`src/rtl/hkad_pkg.sv`:
```
// Shared types and constants for the H.264 keyframe access unit detector.
`timescale 1ns / 1ps

package hkad_pkg;

   localparam int OFFSET_BITS = 48;
   localparam int TYPE_BITS   = 5;
   localparam int QUEUE_DEPTH = 4;
   localparam int QPTR_BITS   = $clog2(QUEUE_DEPTH);
   localparam int QCNT_BITS   = $clog2(QUEUE_DEPTH + 1);

   localparam logic [31:0] WINDOW_RESET = 32'hffffffff;
   localparam logic [31:0] START_MASK   = 32'hffffff00;
   localparam logic [31:0] START_MATCH  = 32'h00000100;

   localparam logic [TYPE_BITS-1:0] TYPE_NONE      = 5'd0;
   localparam logic [TYPE_BITS-1:0] TYPE_SLICE     = 5'd1;
   localparam logic [TYPE_BITS-1:0] TYPE_IDR       = 5'd5;
   localparam logic [TYPE_BITS-1:0] TYPE_SEI       = 5'd6;
   localparam logic [TYPE_BITS-1:0] TYPE_SPS       = 5'd7;
   localparam logic [TYPE_BITS-1:0] TYPE_PPS       = 5'd8;
   localparam logic [TYPE_BITS-1:0] TYPE_AUD       = 5'd9;
   localparam logic [TYPE_BITS-1:0] TYPE_EOSEQ     = 5'd10;
   localparam logic [TYPE_BITS-1:0] TYPE_SPS_EXT   = 5'd13;
   localparam logic [TYPE_BITS-1:0] TYPE_AUX_SLICE = 5'd19;

   typedef struct packed {
      logic                   start_found;
      logic [TYPE_BITS-1:0]   unit_type;
      logic [OFFSET_BITS-1:0] byte_offset;
   } hkad_item_type;

   typedef struct packed {
      logic full;
      logic empty;
   } hkad_qstat_type;

endpackage

```
`src/rtl/hkad_front.sv`:
```
// Front end: start code window and NAL header classification per byte.
`timescale 1ns / 1ps

module hkad_front import hkad_pkg::*; (
   input  logic                   clock,
   input  logic                   reset,
   input  logic                   req_valid,
   output logic                   req_ready,
   input  logic [7:0]             req_data_byte,
   input  logic [OFFSET_BITS-1:0] req_byte_offset,
   input  hkad_qstat_type         qstat,
   output logic                   push,
   output hkad_item_type          push_item
);

   logic [31:0] window_ff;
   logic [31:0] window_in;
   logic        found;

   assign req_ready = !qstat.full;
   assign push      = req_valid && !qstat.full;
   assign window_in = {window_ff[23:0], req_data_byte};
   assign found     = (window_in & START_MASK) == START_MATCH;

   always_comb begin
      push_item.start_found = found;
      push_item.unit_type   = found ? req_data_byte[TYPE_BITS-1:0] : TYPE_NONE;
      push_item.byte_offset = req_byte_offset;
   end

   always_ff @(posedge clock) begin
      if (reset) begin
         window_ff <= WINDOW_RESET;
      end else if (push) begin
         window_ff <= window_in;
      end
   end

endmodule

```
`src/rtl/hkad_queue.sv`:
```
// Short queue of classified beats between the front and back ends.
`timescale 1ns / 1ps

module hkad_queue import hkad_pkg::*; (
   input  logic           clock,
   input  logic           reset,
   input  logic           push,
   input  hkad_item_type  push_item,
   input  logic           pop,
   output hkad_item_type  head_item,
   output hkad_qstat_type qstat
);

   hkad_item_type          entries_ff [QUEUE_DEPTH];
   logic [QPTR_BITS-1:0]   wr_ptr_ff;
   logic [QPTR_BITS-1:0]   rd_ptr_ff;
   logic [QCNT_BITS-1:0]   count_ff;
   logic [QCNT_BITS-1:0]   count_in;

   assign head_item   = entries_ff[rd_ptr_ff];
   assign qstat.full  = count_ff == QCNT_BITS'(QUEUE_DEPTH);
   assign qstat.empty = count_ff == '0;

   always_comb begin
      count_in = count_ff;
      if (push && !pop) begin
         count_in = count_ff + 1'b1;
      end else if (pop && !push) begin
         count_in = count_ff - 1'b1;
      end
   end

   always_ff @(posedge clock) begin
      if (push) begin
         entries_ff[wr_ptr_ff] <= push_item;
      end
   end

   always_ff @(posedge clock) begin
      if (reset) begin
         wr_ptr_ff <= '0;
         rd_ptr_ff <= '0;
         count_ff  <= '0;
      end else begin
         if (push) begin
            wr_ptr_ff <= wr_ptr_ff + 1'b1;
         end
         if (pop) begin
            rd_ptr_ff <= rd_ptr_ff + 1'b1;
         end
         count_ff <= count_in;
      end
   end

endmodule

```
`src/rtl/hkad_back.sv`:
```
// Back end: access unit and keyframe tracking with the result register.
`timescale 1ns / 1ps

module hkad_back import hkad_pkg::*; (
   input  logic                   clock,
   input  logic                   reset,
   input  hkad_item_type          head_item,
   input  hkad_qstat_type         qstat,
   output logic                   pop,
   output logic                   rsp_valid,
   input  logic                   rsp_ready,
   output logic                   rsp_start_found,
   output logic [TYPE_BITS-1:0]   rsp_unit_type,
   output logic                   rsp_is_keyframe,
   output logic                   rsp_on_frame,
   output logic                   rsp_changed,
   output logic [OFFSET_BITS-1:0] rsp_unit_start_offset
);

   logic                   valid_ff;
   logic [TYPE_BITS-1:0]   prev_type_ff, prev_type_in;
   logic                   unit_opened_ff, unit_opened_in;
   logic                   seen_vcl_ff, seen_vcl_in;
   logic                   seen_ps_ff, seen_ps_in;
   logic                   evaluated_ff, evaluated_in;
   logic                   key_ff, key_in;
   logic [OFFSET_BITS-1:0] saved_offset_ff, saved_offset_in;
   logic                   found_ff;
   logic [TYPE_BITS-1:0]   type_ff;
   logic                   changed_ff, changed_in;
   logic                   opens_unit;
   logic                   is_vcl;
   logic [TYPE_BITS-1:0]   t;

   assign pop = !qstat.empty && (!valid_ff || rsp_ready);
   assign t   = head_item.unit_type;

   assign is_vcl     = (t >= TYPE_SLICE) && (t <= TYPE_IDR);
   assign opens_unit = (t == TYPE_AUD) || (prev_type_ff == TYPE_EOSEQ) ||
                       (t == TYPE_SEI) || (t == TYPE_SPS) || (t == TYPE_PPS) ||
                       ((t > TYPE_SPS_EXT) && (t < TYPE_AUX_SLICE));

   always_comb begin
      prev_type_in    = prev_type_ff;
      unit_opened_in  = unit_opened_ff;
      seen_vcl_in     = seen_vcl_ff;
      seen_ps_in      = seen_ps_ff;
      evaluated_in    = evaluated_ff;
      key_in          = key_ff;
      saved_offset_in = saved_offset_ff;
      changed_in      = 1'b0;
      if (head_item.start_found) begin
         key_in = 1'b0;
         if ((seen_vcl_ff || !evaluated_ff) && !unit_opened_ff) begin
            evaluated_in = 1'b1;
            if (opens_unit) begin
               seen_vcl_in     = 1'b0;
               unit_opened_in  = 1'b1;
               saved_offset_in = head_item.byte_offset;
            end
         end
         if (!seen_vcl_in && !seen_ps_ff && (t == TYPE_SPS)) begin
            seen_ps_in = 1'b1;
            changed_in = 1'b1;
         end
         if (!seen_vcl_in && is_vcl) begin
            seen_vcl_in    = 1'b1;
            unit_opened_in = 1'b0;
            changed_in     = 1'b1;
            key_in         = seen_ps_in;
            seen_ps_in     = 1'b0;
         end
         prev_type_in = t;
      end
   end

   always_ff @(posedge clock) begin
      if (reset) begin
         valid_ff        <= 1'b0;
         prev_type_ff    <= TYPE_NONE;
         unit_opened_ff  <= 1'b0;
         seen_vcl_ff     <= 1'b0;
         seen_ps_ff      <= 1'b0;
         evaluated_ff    <= 1'b0;
         key_ff          <= 1'b0;
         saved_offset_ff <= '0;
      end else begin
         if (pop) begin
            valid_ff        <= 1'b1;
            prev_type_ff    <= prev_type_in;
            unit_opened_ff  <= unit_opened_in;
            seen_vcl_ff     <= seen_vcl_in;
            seen_ps_ff      <= seen_ps_in;
            evaluated_ff    <= evaluated_in;
            key_ff          <= key_in;
            saved_offset_ff <= saved_offset_in;
         end else if (rsp_ready) begin
            valid_ff <= 1'b0;
         end
      end
   end

   always_ff @(posedge clock) begin
      if (pop) begin
         found_ff   <= head_item.start_found;
         type_ff    <= t;
         changed_ff <= changed_in;
      end
   end

   assign rsp_valid             = valid_ff;
   assign rsp_start_found       = found_ff;
   assign rsp_unit_type         = type_ff;
   assign rsp_is_keyframe       = key_ff;
   assign rsp_on_frame          = seen_vcl_ff;
   assign rsp_changed           = changed_ff;
   assign rsp_unit_start_offset = saved_offset_ff;

endmodule

```
`src/rtl/h264_keyframe_access_unit_detector_top.sv`:
```
// Top level of the H.264 Annex B keyframe access unit detector.
// The block takes one stream byte per beat and returns one result beat per byte, in order.
// It sustains one byte per clock cycle while the queue is not full. Each byte is written
// to the queue, then its result is registered in the back end. The front end finds start
// codes and classifies NAL headers, a four-entry queue absorbs output stalls, and the back
// end updates the access unit and keyframe state once per byte, which sets the rate.
`timescale 1ns / 1ps

module h264_keyframe_access_unit_detector_top import hkad_pkg::*; (
   input  logic                   clock,
   input  logic                   reset,
   input  logic                   req_valid,
   output logic                   req_ready,
   input  logic [7:0]             req_data_byte,
   input  logic [OFFSET_BITS-1:0] req_byte_offset,
   output logic                   rsp_valid,
   input  logic                   rsp_ready,
   output logic                   rsp_start_found,
   output logic [TYPE_BITS-1:0]   rsp_unit_type,
   output logic                   rsp_is_keyframe,
   output logic                   rsp_on_frame,
   output logic                   rsp_changed,
   output logic [OFFSET_BITS-1:0] rsp_unit_start_offset
);

   hkad_qstat_type qstat;
   hkad_item_type  push_item;
   hkad_item_type  head_item;
   logic           push;
   logic           pop;

   hkad_front u_front (
      .clock          (clock),
      .reset          (reset),
      .req_valid      (req_valid),
      .req_ready      (req_ready),
      .req_data_byte  (req_data_byte),
      .req_byte_offset(req_byte_offset),
      .qstat          (qstat),
      .push           (push),
      .push_item      (push_item)
   );

   hkad_queue u_queue (
      .clock    (clock),
      .reset    (reset),
      .push     (push),
      .push_item(push_item),
      .pop      (pop),
      .head_item(head_item),
      .qstat    (qstat)
   );

   hkad_back u_back (
      .clock                (clock),
      .reset                (reset),
      .head_item            (head_item),
      .qstat                (qstat),
      .pop                  (pop),
      .rsp_valid            (rsp_valid),
      .rsp_ready            (rsp_ready),
      .rsp_start_found      (rsp_start_found),
      .rsp_unit_type        (rsp_unit_type),
      .rsp_is_keyframe      (rsp_is_keyframe),
      .rsp_on_frame         (rsp_on_frame),
      .rsp_changed          (rsp_changed),
      .rsp_unit_start_offset(rsp_unit_start_offset)
   );

endmodule

```
`config.mk`:
```
export PLATFORM = sky130hd
export DESIGN_NAME = h264_keyframe_access_unit_detector_top
export DESIGN_NICKNAME = d
export VERILOG_FILES = /design/src/rtl/hkad_pkg.sv /design/src/rtl/hkad_front.sv /design/src/rtl/hkad_queue.sv /design/src/rtl/hkad_back.sv /design/src/rtl/h264_keyframe_access_unit_detector_top.sv
export SDC_FILE = /design/constraint.sdc
export NUM_CORES = 1
export LEC_CHECK = 0
export ABC_AREA = 1
export BUFFER_PORTS_ARGS = -buffer_cell sky130_fd_sc_hd__clkbuf_2
export CAP_MARGIN = 20
export CELL_PAD_IN_SITES_DETAIL_PLACEMENT = 2
export CELL_PAD_IN_SITES_GLOBAL_PLACEMENT = 2
export CORE_UTILIZATION = 35
export CTS_CLUSTER_DIAMETER = 80
export CTS_CLUSTER_SIZE = 12
export DETAILED_ROUTE_END_ITERATION = 10
export PLACE_DENSITY_LB_ADDON = 0.1
export RECOVER_POWER = 25
export SYNTH_ARGS = -nofsm -noshare
export SYNTH_HDL_FRONTEND = slang
export SYNTH_SLANG_ARGS = --single-unit
export TNS_END_PERCENT = 1
```
`constraint.sdc`:
```
create_clock -name clock -period 10.3 [get_ports clock]
set_input_delay 0 -clock clock [delete_from_list [all_inputs] [get_ports clock]]
set_output_delay 0 -clock clock [all_outputs]
set_load 0.02 [all_outputs]
```
==> summary by stage <==
Logic synthesis
The Yosys warning count is 0. For this run, the leading register cell type out of synthesis is edfxtp_1. The synthesized netlist net count is 1073. In this run, synthesis inferred 223 flip-flops with an integrated enable. A synthesized cell averages 11.7 um2. In the synthesized netlist the async set-or-reset flop fraction comes to 0. The number of different library cells used by synthesis comes to 37.

Of the synthesized area, sequential elements account for 0.722. Counting flops and latches in the post-synthesis netlist gives 315. In this run the cell area of the synthesized design comes to 0.0118 mm2. Synthesis produced a netlist whose cell count is 1007.

Route
For this run, the detailed router's first-pass iteration total came to 4. The detailed-route wire length per cell is 19.1 um. After detailed routing, the wire length on met1 is 13700 um. The highest routing layer actually used is met4. The total via count in the routed design is 8127. The final routed wirelength across all metal layers is 31200 um. After detailed routing, the met2 layer carries 15900 um of wire.

The violation count after the first detailed-route iteration is 344. In the detailed route, the total length drawn on met3 is 965 um. The number of vias per cell after detailed routing is 4.98. The total DRC errors in the routed layout is 0.

The count of nets left with antenna violations once routing finished came out at 0.

Power
Summing internal, switching and leakage power gives 3950 uW. The worst-case IR drop observed on VDD is 0.129 mV. Summed over all cells, the static leakage comes to 0.00513 uW. Power spread over the standard cell area amounts to 279 mW/mm2.

Clock network
The cell at the root of the clock tree is clkbuf_16. The number of buffers inserted for hold repair after clock tree synthesis is 58. The number of setup buffers added after CTS is 0. The TritonCTS clock tree is built.

Counting along the longest clock path gives a buffer depth of 3. The maximum level of the CTS H-tree is 1. The sink count of the clock tree is 315. After clock tree synthesis, the repair step resized 0 gates.

The clock transition at the registers of the reported paths is 70 ps. The clock reaches the later pin of the worst-skew pair after 570 ps. In this run, CTS created clock tree buffers numbering 30.

Global routing
The number of antenna violations at the first check in global routing is 1. The via count of the first global-routing pass was 8591. The first-pass GRT wire length is 48500 um. The largest net degree at the start of global routing is 109. In the global route stage, overall resource usage came out at 0.185.

The remaining global-route overflow is 0.

Min path
The hold-critical path depth is 5. In this run the worst hold path is classified as in2reg. The end of the worst hold path is u_front.window_ff[16]$_SDFFE_PP1P_. The startpoint identified for the worst hold timing path is req_valid.

Cells and area
After routing the design area is 0.0142 mm2. The most common cell after layout, fill and taps aside is edfxtp_1. In the final layout, the multi-input gates occupy 0.00287 mm2. Summing all flip-flop and latch instances after layout gives 0.00854 mm2.

Counting the fill cells in the layout gives 3488. The layout-stage area growth over the synthesis result is 19.8%. Leaving out fill and tap cells, the most frequent cells in the layout are edfxtp_1, nor2_1, o21ai_0, nand2_1, dfxtp_1. In the final layout, the share of cells above drive strength 1 is 0.135. The number of nets in the layout is 1231.

Worst setup path
For flop-to-flop paths, the worst setup slack is 6090 ps. The required time reported for the critical path endpoint is 10740 ps. Along the worst path, the maximum fanout reaches 58.

The worst register-to-register path has a depth of 12. The kind of critical path is reg2reg. The worst setup path is launched from a register. The endpoint kind of the worst setup timing path is a register.

The arrival time of data at the critical path endpoint is 4650 ps. The terminus of the critical flop-to-flop path is u_back.rsp_unit_start_offset[0]$_SDFFE_PP0P_.

Die
The core region is 0.0329 mm2. The die is 186 um wide. Measured along the y axis, the die boundary spans 186 um. The die outline area is 0.0345 mm2.

The number of I/O pins is 119. The floorplan row count is 66. For this configuration, the core starts out at a cell density of 0.360.

Flow run
Max-cap violations in this run came to 0.

Timing
For this run, the top clock speed supported by timing is 238 MHz. The routed design could run at a clock period as short as 4210 ps. The setup violation total in the final timing report is 0. For the pin with the worst max-slew slack, the measured transition is 992 ps. In the finished design, the share of the clock period the worst path needs comes to 0.409. Setup repair after global routing left no endpoint under its margin. The final clock skew is 18.1 ps. The final number of max-transition violations is 0. The number of hold violations in the final report is 0. The worst-case headroom to the max-slew limit is 0.338. For the final routed database, the setup TNS stands at 0 ps.

Placement
The half-perimeter wire length after placement is 17100 um. The instance area at placement is 0.0128 mm2. The global placement routability congestion is 0.710. The count of port buffers added during placement is 118.

Run status
The run finished with clean final reports.
## registers in the layout, summed over array words and instances (netlist names), named ones only
name / cells
u_back.evaluated_ff: 1
u_back.prev_type_ff: 5
u_back.rsp_changed: 1
u_back.rsp_is_keyframe: 1
u_back.rsp_on_frame: 1
u_back.rsp_start_found: 1
u_back.rsp_unit_start_offset: 48
u_back.rsp_unit_type: 5
u_back.rsp_valid: 1
u_back.seen_ps_ff: 1
u_back.unit_opened_ff: 1
u_front.window_ff: 24
u_queue.count_ff: 3
u_queue.entries_ff: 216
u_queue.rd_ptr_ff: 2
u_queue.wr_ptr_ff: 2
## cell usage after synthesis (2+ instances only)
cell type | count | area [um2]
o211ai_1 | 6 | 45.0
edfxtp_1 | 223 | 6700
nand2_2 | 5 | 31.3
ha_1 | 5 | 62.6
a21oi_1 | 17 | 85.1
nand2_1 | 94 | 353
buf_6 | 4 | 45.0
buf_12 | 3 | 60.1
buf_2 | 4 | 20.0
clkbuf_1 | 46 | 173
o21ai_1 | 18 | 90.1
nor2_1 | 189 | 709
nor3_1 | 2 | 10.0
o21ai_0 | 140 | 701
nor2_2 | 20 | 125
dfxtp_1 | 92 | 1840
nor2_4 | 2 | 22.5
nor4_1 | 5 | 31.3
o22ai_1 | 48 | 300
nand3_1 | 36 | 180
inv_2 | 2 | 7.51
inv_1 | 31 | 116
## report_power, final
part           switching [uW]  internal [uW]  leakage, uW  total (uW)
combinational             840            361      0.00192        1200
sequential                135           1610      0.00280        1740
clock                     465            548     0.000410        1010
total                    1440           2510      0.00513        3950
## layout make-up
| class | count | area share |
|---|---|---|
| multi-input combinational | 597 | 0.202 |
| inverter | 36 | 0.00998 |
| clock buffer | 53 | 0.0591 |
| clock inverter | 2 | 0.00194 |
| sequential | 315 | 0.603 |
| timing repair buffer | 185 | 0.0840 |
| tap | 442 | 0.0391 |
| antenna | 1 | 0.000177 |
## worst max-delay path by stage
stage	slack (ps)	from	endpoint
5_1_grt	5550	register	u_back.rsp_unit_start_offset[0]$_SDFFE_PP0P_
3_3_place_gp	6140	register	u_back.rsp_unit_start_offset[3]$_SDFFE_PP0P_
2_1_floorplan	6390	u_queue.count_ff[0]$_SDFFE_PP0P_	u_queue.entries_ff[0][0]$_DFFE_PP_
4_1_cts	5970	register	u_back.rsp_unit_start_offset[1]$_SDFFE_PP0P_
3_5_place_dp	5990	register	u_back.rsp_unit_start_offset[1]$_SDFFE_PP0P_
6_report	6090	register	u_back.rsp_unit_start_offset[0]$_SDFFE_PP0P_
## through the flow
step                      hold slack [ps]  instances  setup WS (ps)   util
after floorplan                      69.1       1007           6390      -
after global placement                203       1517           6140  0.388
after detailed placement              213       1517           5990  0.388
after CTS                            28.8       1630           5970  0.432
after global routing                 80.6       1631           5550  0.431
final                                48.9       1631           6090  0.431
## critical path: stages, from the launching register on
cell and delay (ps):
dfxtp_4 710, buf_4 620, nand2_1 120, nand3_1 110, nand2_1 160, nor2_1 140, nand2_1 60, nand3_1 90
nand2_2 80, nand2_4 500, clkinv_2 960, nor2_1 380, nor2_1 90
## metal layers
layer / vias up / track usage
met5: - / 0
met4: 0 / 0.0416
met3: 39 / 0.0233
met2: 138 / 0.334
met1: 4095 / 0.233
li1: 3855 / -
## cells by family after synthesis
logic type,synth area share
xor gates and xnor gates,0.000741
AOI/OAI and AO/OA,0.104
DFF,0.722
adders and majority gates,0.00698
buffers and inverters,0.0381
and+or+nand+nor,0.128
Note: power is estimated with default switching activity, not from simulation.
